--- config.mk ---
export PLATFORM = sky130hd
export DESIGN_NAME = bounded_deque_with_search_top
export DESIGN_NICKNAME = d
export VERILOG_FILES = /design/src/rtl/core/bdqs_pkg.sv /design/src/rtl/core/bounded_deque_with_search_top.sv
export VERILOG_INCLUDE_DIRS = /design/src /design/src/rtl/core
export SDC_FILE = /design/constraint.sdc
export NUM_CORES = 2
export LEC_CHECK = 0
export BUFFER_PORTS_ARGS = -buffer_cell sky130_fd_sc_hd__buf_4
export CAP_MARGIN = 20
export CORE_ASPECT_RATIO = 0.5
export CORE_MARGIN = 4
export CORE_UTILIZATION = 65
export CTS_CLUSTER_DIAMETER = 30
export DETAILED_ROUTE_END_ITERATION = 8
export PLACE_DENSITY = 0.83
export SLEW_MARGIN = 5
export SYNTH_ARGS = -nofsm -noshare
export SYNTH_HDL_FRONTEND = slang
export SYNTH_SLANG_ARGS = --single-unit
--- constraint.sdc ---
create_clock -name clk -period 14 [get_ports clk]
set_input_delay 2.1 -clock clk [delete_from_list [all_inputs] [get_ports clk]]
set_output_delay 2.1 -clock clk [all_outputs]
set_load 0.005 [all_outputs]
--- src/rtl/core/bounded_deque_with_search_top_defines.svh ---
// Assertion macros used by the deque RTL.
`ifndef BOUNDED_DEQUE_WITH_SEARCH_TOP_DEFINES_SVH
`define BOUNDED_DEQUE_WITH_SEARCH_TOP_DEFINES_SVH

// The consequent must hold in the same cycle as the antecedent.
`define BDQS_ASSERT_IMP(lbl, ante, cons) \
  lbl: assert property (@(posedge clk) disable iff (!rst_n) (ante) |-> (cons)) \
    else $error("bdqs: same-cycle check failed");

// The consequent must hold in the cycle after the antecedent.
`define BDQS_ASSERT_NXT(lbl, ante, cons) \
  lbl: assert property (@(posedge clk) disable iff (!rst_n) (ante) |=> (cons)) \
    else $error("bdqs: next-cycle check failed");

`endif

--- src/rtl/core/bdqs_pkg.sv ---
// Package with the sizes, request codes and status codes of the deque.
`default_nettype none

package bdqs_pkg;

  // Store depth; must be a power of two so that slot arithmetic wraps.
  localparam int DEPTH = 64;
  localparam int IDX_W = $clog2(DEPTH);
  localparam int CNT_W = IDX_W + 1;
  localparam int KEY_W = 32;
  localparam int REQ_W = 3;
  localparam int STAT_W = 2;

  typedef enum logic [REQ_W-1:0] {
    REQ_INS_HEAD   = 3'd0,
    REQ_INS_TAIL   = 3'd1,
    REQ_DEL_HEAD   = 3'd2,
    REQ_DEL_TAIL   = 3'd3,
    REQ_FIND       = 3'd4,
    REQ_REMOVE_ALL = 3'd5,
    REQ_CLEAR      = 3'd6
  } req_t;

  typedef enum logic [STAT_W-1:0] {
    ST_OK        = 2'd0,
    ST_EMPTY     = 2'd1,
    ST_NOT_FOUND = 2'd2,
    ST_FULL      = 2'd3
  } status_t;

endpackage

`default_nettype wire

--- src/rtl/core/bounded_deque_with_search_top.sv ---
// Bounded double-ended queue of signed keys with find and remove-all.
//
// Usage: each request item enters on the in_ stream (in_tuser = request
// code, in_tdata = key) and gives exactly one result item on the out_
// stream (out_tdata = removed key or found position, out_tuser = status).
// The block works on one item at a time; in_tready is high only while the
// sequencer is idle. For inserts, clear and unused codes the result goes
// from S_EXEC to S_DONE and into the output register; deletes pass through
// S_DELW in between for one registered read of the key store. Find and
// remove-all walk the live entries through the single store read port, one
// entry per cycle; a find stops at its first hit. The next item can be
// taken in the cycle after the result is loaded into the output register.
// A finished result waits in the sequencer while out_tvalid is high and
// out_tready is low, and the block stays busy until it can be loaded.
// Reset (synchronous, active low) empties the queue and drops any pending
// result; the key store itself is not cleared and needs no sweep.
`default_nettype none

`include "bounded_deque_with_search_top_defines.svh"

module bounded_deque_with_search_top (
  input  logic                                clk,
  input  logic                                rst_n,
  input  logic                                in_tvalid,
  output logic                                in_tready,
  input  logic signed [bdqs_pkg::KEY_W-1:0]   in_tdata,   // [31:0] key_in
  input  logic        [bdqs_pkg::REQ_W-1:0]   in_tuser,   // [2:0] req_type
  output logic                                out_tvalid,
  input  logic                                out_tready,
  output logic signed [bdqs_pkg::KEY_W-1:0]   out_tdata,  // [31:0] data_out
  output logic        [bdqs_pkg::STAT_W-1:0]  out_tuser   // [1:0] status
);
  import bdqs_pkg::*;

  typedef enum logic [4:0] {
    S_IDLE = 5'b00001,
    S_EXEC = 5'b00010,
    S_DELW = 5'b00100,
    S_SCAN = 5'b01000,
    S_DONE = 5'b10000
  } state_t;

  // Sequencer and queue state.
  state_t                   st_r, st_nxt;
  req_t                     req_r, req_nxt;
  logic signed [KEY_W-1:0]  key_r, key_nxt;
  logic [IDX_W-1:0]         front_r, front_nxt;
  logic [CNT_W-1:0]         count_r, count_nxt;

  // Scan counters: read position, write position and the compare stage.
  logic [CNT_W-1:0]         rd_i_r, rd_i_nxt;
  logic [CNT_W-1:0]         wr_i_r, wr_i_nxt;
  logic                     cmp_v_r, cmp_v_nxt;
  logic [IDX_W-1:0]         cmp_i_r, cmp_i_nxt;

  // Result held by the sequencer and the output register.
  logic signed [KEY_W-1:0]  res_data_r, res_data_nxt;
  status_t                  res_status_r, res_status_nxt;
  logic                     out_valid_r, out_valid_nxt;
  logic signed [KEY_W-1:0]  out_data_r, out_data_nxt;
  status_t                  out_status_r, out_status_nxt;

  // Key store with one write port and one registered read port.
  logic signed [KEY_W-1:0]  mem [DEPTH];
  logic signed [KEY_W-1:0]  rd_data_r;
  logic                     mem_we;
  logic [IDX_W-1:0]         mem_wa;
  logic [IDX_W-1:0]         mem_ra;
  logic signed [KEY_W-1:0]  mem_wd;

  logic                     full;
  logic                     empty;
  logic                     issue;
  logic                     hit;

  assign full  = (count_r == CNT_W'(DEPTH));
  assign empty = (count_r == '0);
  assign issue = (rd_i_r != count_r);
  assign hit   = cmp_v_r && (rd_data_r == key_r);

  assign in_tready  = (st_r == S_IDLE);
  assign out_tvalid = out_valid_r;
  assign out_tdata  = out_data_r;
  assign out_tuser  = out_status_r;

  // Sequencer next-state logic.
  always_comb begin
    st_nxt         = st_r;
    req_nxt        = req_r;
    key_nxt        = key_r;
    front_nxt      = front_r;
    count_nxt      = count_r;
    rd_i_nxt       = rd_i_r;
    wr_i_nxt       = wr_i_r;
    cmp_v_nxt      = cmp_v_r;
    cmp_i_nxt      = cmp_i_r;
    res_data_nxt   = res_data_r;
    res_status_nxt = res_status_r;
    out_valid_nxt  = out_valid_r;
    out_data_nxt   = out_data_r;
    out_status_nxt = out_status_r;
    mem_we         = 1'b0;
    mem_wa         = front_r;
    mem_wd         = key_r;
    mem_ra         = front_r;

    // The receiver took the current result.
    if (out_valid_r && out_tready) begin
      out_valid_nxt = 1'b0;
    end

    unique case (st_r)
      S_IDLE: begin
        if (in_tvalid) begin
          req_nxt = req_t'(in_tuser);
          key_nxt = in_tdata;
          st_nxt  = S_EXEC;
        end
      end

      S_EXEC: begin
        res_data_nxt   = '0;
        res_status_nxt = ST_OK;
        rd_i_nxt       = '0;
        wr_i_nxt       = '0;
        cmp_v_nxt      = 1'b0;
        st_nxt         = S_DONE;
        unique case (req_r)
          REQ_INS_HEAD: begin
            if (full) begin
              res_status_nxt = ST_FULL;
            end else begin
              front_nxt = front_r - IDX_W'(1);
              mem_we    = 1'b1;
              mem_wa    = front_r - IDX_W'(1);
              count_nxt = count_r + CNT_W'(1);
            end
          end
          REQ_INS_TAIL: begin
            if (full) begin
              res_status_nxt = ST_FULL;
            end else begin
              mem_we    = 1'b1;
              mem_wa    = front_r + count_r[IDX_W-1:0];
              count_nxt = count_r + CNT_W'(1);
            end
          end
          REQ_DEL_HEAD: begin
            if (empty) begin
              res_status_nxt = ST_EMPTY;
            end else begin
              mem_ra = front_r;
              st_nxt = S_DELW;
            end
          end
          REQ_DEL_TAIL: begin
            if (empty) begin
              res_status_nxt = ST_EMPTY;
            end else begin
              mem_ra = front_r + IDX_W'(count_r - CNT_W'(1));
              st_nxt = S_DELW;
            end
          end
          REQ_FIND: begin
            res_status_nxt = ST_NOT_FOUND;
            st_nxt         = S_SCAN;
          end
          REQ_REMOVE_ALL: begin
            st_nxt = S_SCAN;
          end
          REQ_CLEAR: begin
            front_nxt = '0;
            count_nxt = '0;
          end
          default: begin
          end
        endcase
      end

      // The removed key arrives from the read port.
      S_DELW: begin
        res_data_nxt = rd_data_r;
        count_nxt    = count_r - CNT_W'(1);
        if (req_r == REQ_DEL_HEAD) begin
          front_nxt = front_r + IDX_W'(1);
        end
        st_nxt = S_DONE;
      end

      // One entry is read while entries remain and the previous one is compared in every cycle.
      S_SCAN: begin
        mem_ra    = front_r + rd_i_r[IDX_W-1:0];
        cmp_v_nxt = issue;
        cmp_i_nxt = rd_i_r[IDX_W-1:0];
        if (issue) begin
          rd_i_nxt = rd_i_r + CNT_W'(1);
        end
        priority if (req_r == REQ_FIND && hit) begin
          res_data_nxt   = KEY_W'(cmp_i_r);
          res_status_nxt = ST_OK;
          st_nxt         = S_DONE;
        end else if (!issue && !cmp_v_r) begin
          if (req_r == REQ_REMOVE_ALL) begin
            count_nxt = wr_i_r;
          end
          st_nxt = S_DONE;
        end else if (req_r == REQ_REMOVE_ALL && cmp_v_r && !hit) begin
          // Compact the kept keys toward the head.
          mem_we   = 1'b1;
          mem_wa   = front_r + wr_i_r[IDX_W-1:0];
          mem_wd   = rd_data_r;
          wr_i_nxt = wr_i_r + CNT_W'(1);
        end
      end

      // Hand the result to the output register once it is free.
      S_DONE: begin
        if (!out_valid_r || out_tready) begin
          out_valid_nxt  = 1'b1;
          out_data_nxt   = res_data_r;
          out_status_nxt = res_status_r;
          st_nxt         = S_IDLE;
        end
      end

      default: begin
        st_nxt = S_IDLE;
      end
    endcase
  end

  // Control registers.
  always_ff @(posedge clk) begin
    if (!rst_n) begin
      st_r        <= S_IDLE;
      front_r     <= '0;
      count_r     <= '0;
      cmp_v_r     <= 1'b0;
      out_valid_r <= 1'b0;
    end else begin
      st_r        <= st_nxt;
      front_r     <= front_nxt;
      count_r     <= count_nxt;
      cmp_v_r     <= cmp_v_nxt;
      out_valid_r <= out_valid_nxt;
    end
  end

  // Payload registers.
  always_ff @(posedge clk) begin
    req_r        <= req_nxt;
    key_r        <= key_nxt;
    rd_i_r       <= rd_i_nxt;
    wr_i_r       <= wr_i_nxt;
    cmp_i_r      <= cmp_i_nxt;
    res_data_r   <= res_data_nxt;
    res_status_r <= res_status_nxt;
    out_data_r   <= out_data_nxt;
    out_status_r <= out_status_nxt;
  end

  // Key store access.
  always_ff @(posedge clk) begin
    if (mem_we) begin
      mem[mem_wa] <= mem_wd;
    end
    rd_data_r <= mem[mem_ra];
  end

  // Checks on the sequencer and the queue state.
  `BDQS_ASSERT_IMP(a_count_bound, 1'b1, count_r <= CNT_W'(DEPTH))
  `BDQS_ASSERT_IMP(a_scan_order, st_r == S_SCAN, wr_i_r <= rd_i_r)
  `BDQS_ASSERT_NXT(a_accept_exec, in_tvalid && in_tready, st_r == S_EXEC)
  `BDQS_ASSERT_NXT(a_done_loads, st_r == S_DONE && (!out_tvalid || out_tready), out_tvalid)

endmodule

`default_nettype wire
==> results.md <==
- Hold crit path type: flop to flop
- LEAKAGE: 32.2 nW
- # hold bufs at CTS: 0
- Nets@finish: 5906
- Layout cells sized above 1: 0.127
- Post-synthesis cell type count: 75
- Final hold slack: 0.417 ns
- Clock root buffer: clkbuf_16
- Die X: 533 um
- Synth async-reset ratio: 0
- Total Routed Length: 268 mm
- WP data required: 14.62 ns
- Placed insts: 7447
- Post-route ant nets: 0
- Initial Util: 0.655
- Number of fill cells: 7199
- Die area: 144000 um2
- Top cell type's share of synthesized area: 0.727
- Port bufs: 74
- Post-synth EDFFs: 2171
- H-tree levels: 4
- Final setup TNS: 0 ns
- Outcome: finished clean
- Commonest cells in the netlist: edfxtp_1 (2171), and3_1 (1034), a211oi_1 (782)
- Multi-input logic area: 21800 um2
- Routed len/inst: 33.9 um
- Core Region: 137000 um2
- Seq/Total Area, Yosys: 0.738
- RSZ-0062 raised after global routing: false
- First-pass GRT wire length: 383 mm
- CP peak stage delay: 1.09 ns
- #FFs+latches synth: 2223
- Relative slew slack: 0.155
- Syn Area/Cell: 15.2 um2
- Startpoint types: flop
- Critical Path End Type: flop
- GRT Total Usage: 0.359
- FF/Latch Area: 66200 um2
- Final core utilization: 0.733
- Mapped Nets: 5980
- Crit-path max FO: 112
- Clock Skews: 0.0393 ns
- Die H: 271 um
- CTS tree: done
- Final Hold Viols: 0
- Clock Tree Buf Depth: 3
- Most common cell in the netlist: edfxtp_1
- Clk sinks: 2223
- FP Rows: 96
- Max Cap Viol: 0
- Leading area contributor after synthesis: edfxtp_1
- Top_reg_cell synth: edfxtp_1
- Largest net degree at the start of global routing: 237
- Area grow syn2layout: 12.1%
- Critical Path Most Common Cell: buf_4
- Starting DRT DRC Count: 12.7k
- Actual slew at the worst max-slew pin: 1.27 ns
- CTS resizes: 0
- CP cell instances: or3_1 -> or2_2 -> inv_2 -> a22oi_2 -> buf_4 -> buf_4 -> buf_4 -> and3_1 -> a211oi_1 -> nor4_1 -> o22ai_1 -> nor4_1
- Number of top-level pins: 75
- Setup violations, final: 0
- Slowest-stage cell, CP: nor4_1
- Initial antenna violation count: 12
- Vias in the first global route: 57.8k
- Vias per inst: 7.65
- Max Clk Rate: 144 MHz
- Fin crit period: 6.92 ns
- Period utilisation layout: 0.494
- WP data arrival: 7.54 ns
- Post-CTS setup buffers: 0
- Synth Instances: 5911
- Total power: 0.0140 W
- Max-slew violations: 0
- Synth warnings: 0
- PwrDens: 139 nW/um2
- Via count: 60.4k
- Routability congestion estimate: 0.983
- Peak supply drop: 0.121 mV
- Gr ovfl total: 0
- Register clock-pin slew on the reported worst setup and hold paths: 0.06 ns
- Netlist Area Pre-Place: 89700 um2
- Worst-Skew Late Latency: 0.84 ns
- Synth area leaders: edfxtp_1 (73%), and3_1 (7.2%), a211oi_1 (6.5%)
- CTS buffer count: 217
- Dpl hpwl: 136 mm
- Number of iterations in the first detailed-routing pass: 8
- DRC Markers: 0
- Non-filler instance count after layout: 7892
- CP Class: flop to flop
-- metal layers --
metal | track usage | up-vias | share of wire
met2 | 0.513 | 6162 | 0.43
met4 | 0.155 | 22 | 0.045
li1 | - | 24200 | -
met1 | 0.484 | 28900 | 0.33
met5 | 0.00395 | - | 0.00092
met3 | 0.154 | 1041 | 0.20
-- cell type report --
cell class              count  area share
repair buffers            257      0.0240
flip-flops and latches   2223       0.659
diodes                      3   0.0000747
clock buffers             256      0.0569
well taps                1862      0.0232
clock inverters           153      0.0196
inverters                  20    0.000747
multi-input cells        3118       0.216
-- through the flow --
stage          setup slack (ns)  area [um2]
2_1_floorplan              7.52       89700
3_3_place_gp               7.67       92200
3_5_place_dp               7.56       92300
4_1_cts                    7.54      100000
5_1_grt                    6.96      101000
6_report                   7.08      101000
-- cells in the final DEF (no fill, tap or decap), drive strengths merged, types with 5 or more instances in the layout --
| cell | count |
|---|---|
| inv | 47 |
| nand3 | 29 |
| nor4 | 301 |
| a211oi | 784 |
| xor2 | 22 |
| and3 | 1034 |
| nor3 | 52 |
| nand4 | 11 |
| or2 | 7 |
| xnor2 | 43 |
| clkinvlp | 23 |
| nand2b | 5 |
| clkinv | 65 |
| edfxtp | 2171 |
| buf | 257 |
| o211ai | 5 |
| a22oi | 7 |
| a31oi | 6 |
| dfxtp | 52 |
| bufinv | 38 |
| ha | 26 |
| nand2 | 129 |
| nor2b | 7 |
| and2 | 31 |
| nor2 | 72 |
| clkbuf | 256 |
| nand3b | 5 |
| o22ai | 131 |
| a2111oi | 257 |
| a21o | 12 |
| o21ai | 32 |
| a22o | 12 |
| a21oi | 40 |
-- where the power goes --
group          switching (W)  internal, W
Sequential         0.0000249      0.00734
Clock                0.00263      0.00366
Combinational       0.000260    0.0000832
Total                0.00292       0.0111
-- path summary, 6_finish.rpt --
| path | cells past startpoint | end | from | slack, ns |
|---|---|---|---|---|
| worst max-delay path | 12 | rd_data_r[19]$_DFF_P_ | st_r[4]$_SDFFE_PN0P_ | 7.08 |
| worst min-delay path | 0 | out_tdata[2]$_DFFE_PP_ | res_data_r[2]$_DFFE_PP_ | 0.42 |
| worst max register to register | 12 | rd_data_r[19]$_DFF_P_ | st_r[4]$_SDFFE_PN0P_ | 7.08 |
| worst min register to register | 0 | out_tdata[2]$_DFFE_PP_ | res_data_r[2]$_DFFE_PP_ | 0.42 |
-- worst max-delay path, delay by kind of cell (launching register included) --
| kind | cells | cell delay [ns] |
|---|---|---|
| AO/OA/AOI/OAI | 3 | 0.75 |
| buffers and inverters | 4 | 3.06 |
| flip-flops | 1 | 0.41 |
| AND/OR/NAND/NOR | 5 | 2.40 |
-- flip-flops by register name, indices dropped and copies added, names as in the netlist --
name / cells
req_r: 3
rd_data_r: 32
res_status_r: 2
out_tvalid: 1
mem: 2048
res_data_r: 32
count_r: 7
out_tdata: 32
front_r: 6
rd_i_r: 7
out_tuser: 2
key_r: 32
cmp_v_r: 1
st_r: 5
cmp_i_r: 6
wr_i_r: 7
-- logic make-up after synthesis --
group	share of synthesized area
xor+xnor	0.00635
fa+ha+maj	0.00452
mux	0.000460
compound gates	0.111
buf+inv	0.0253
flops	0.738
simple gates	0.114
Power figures use the tool's default switching activity.
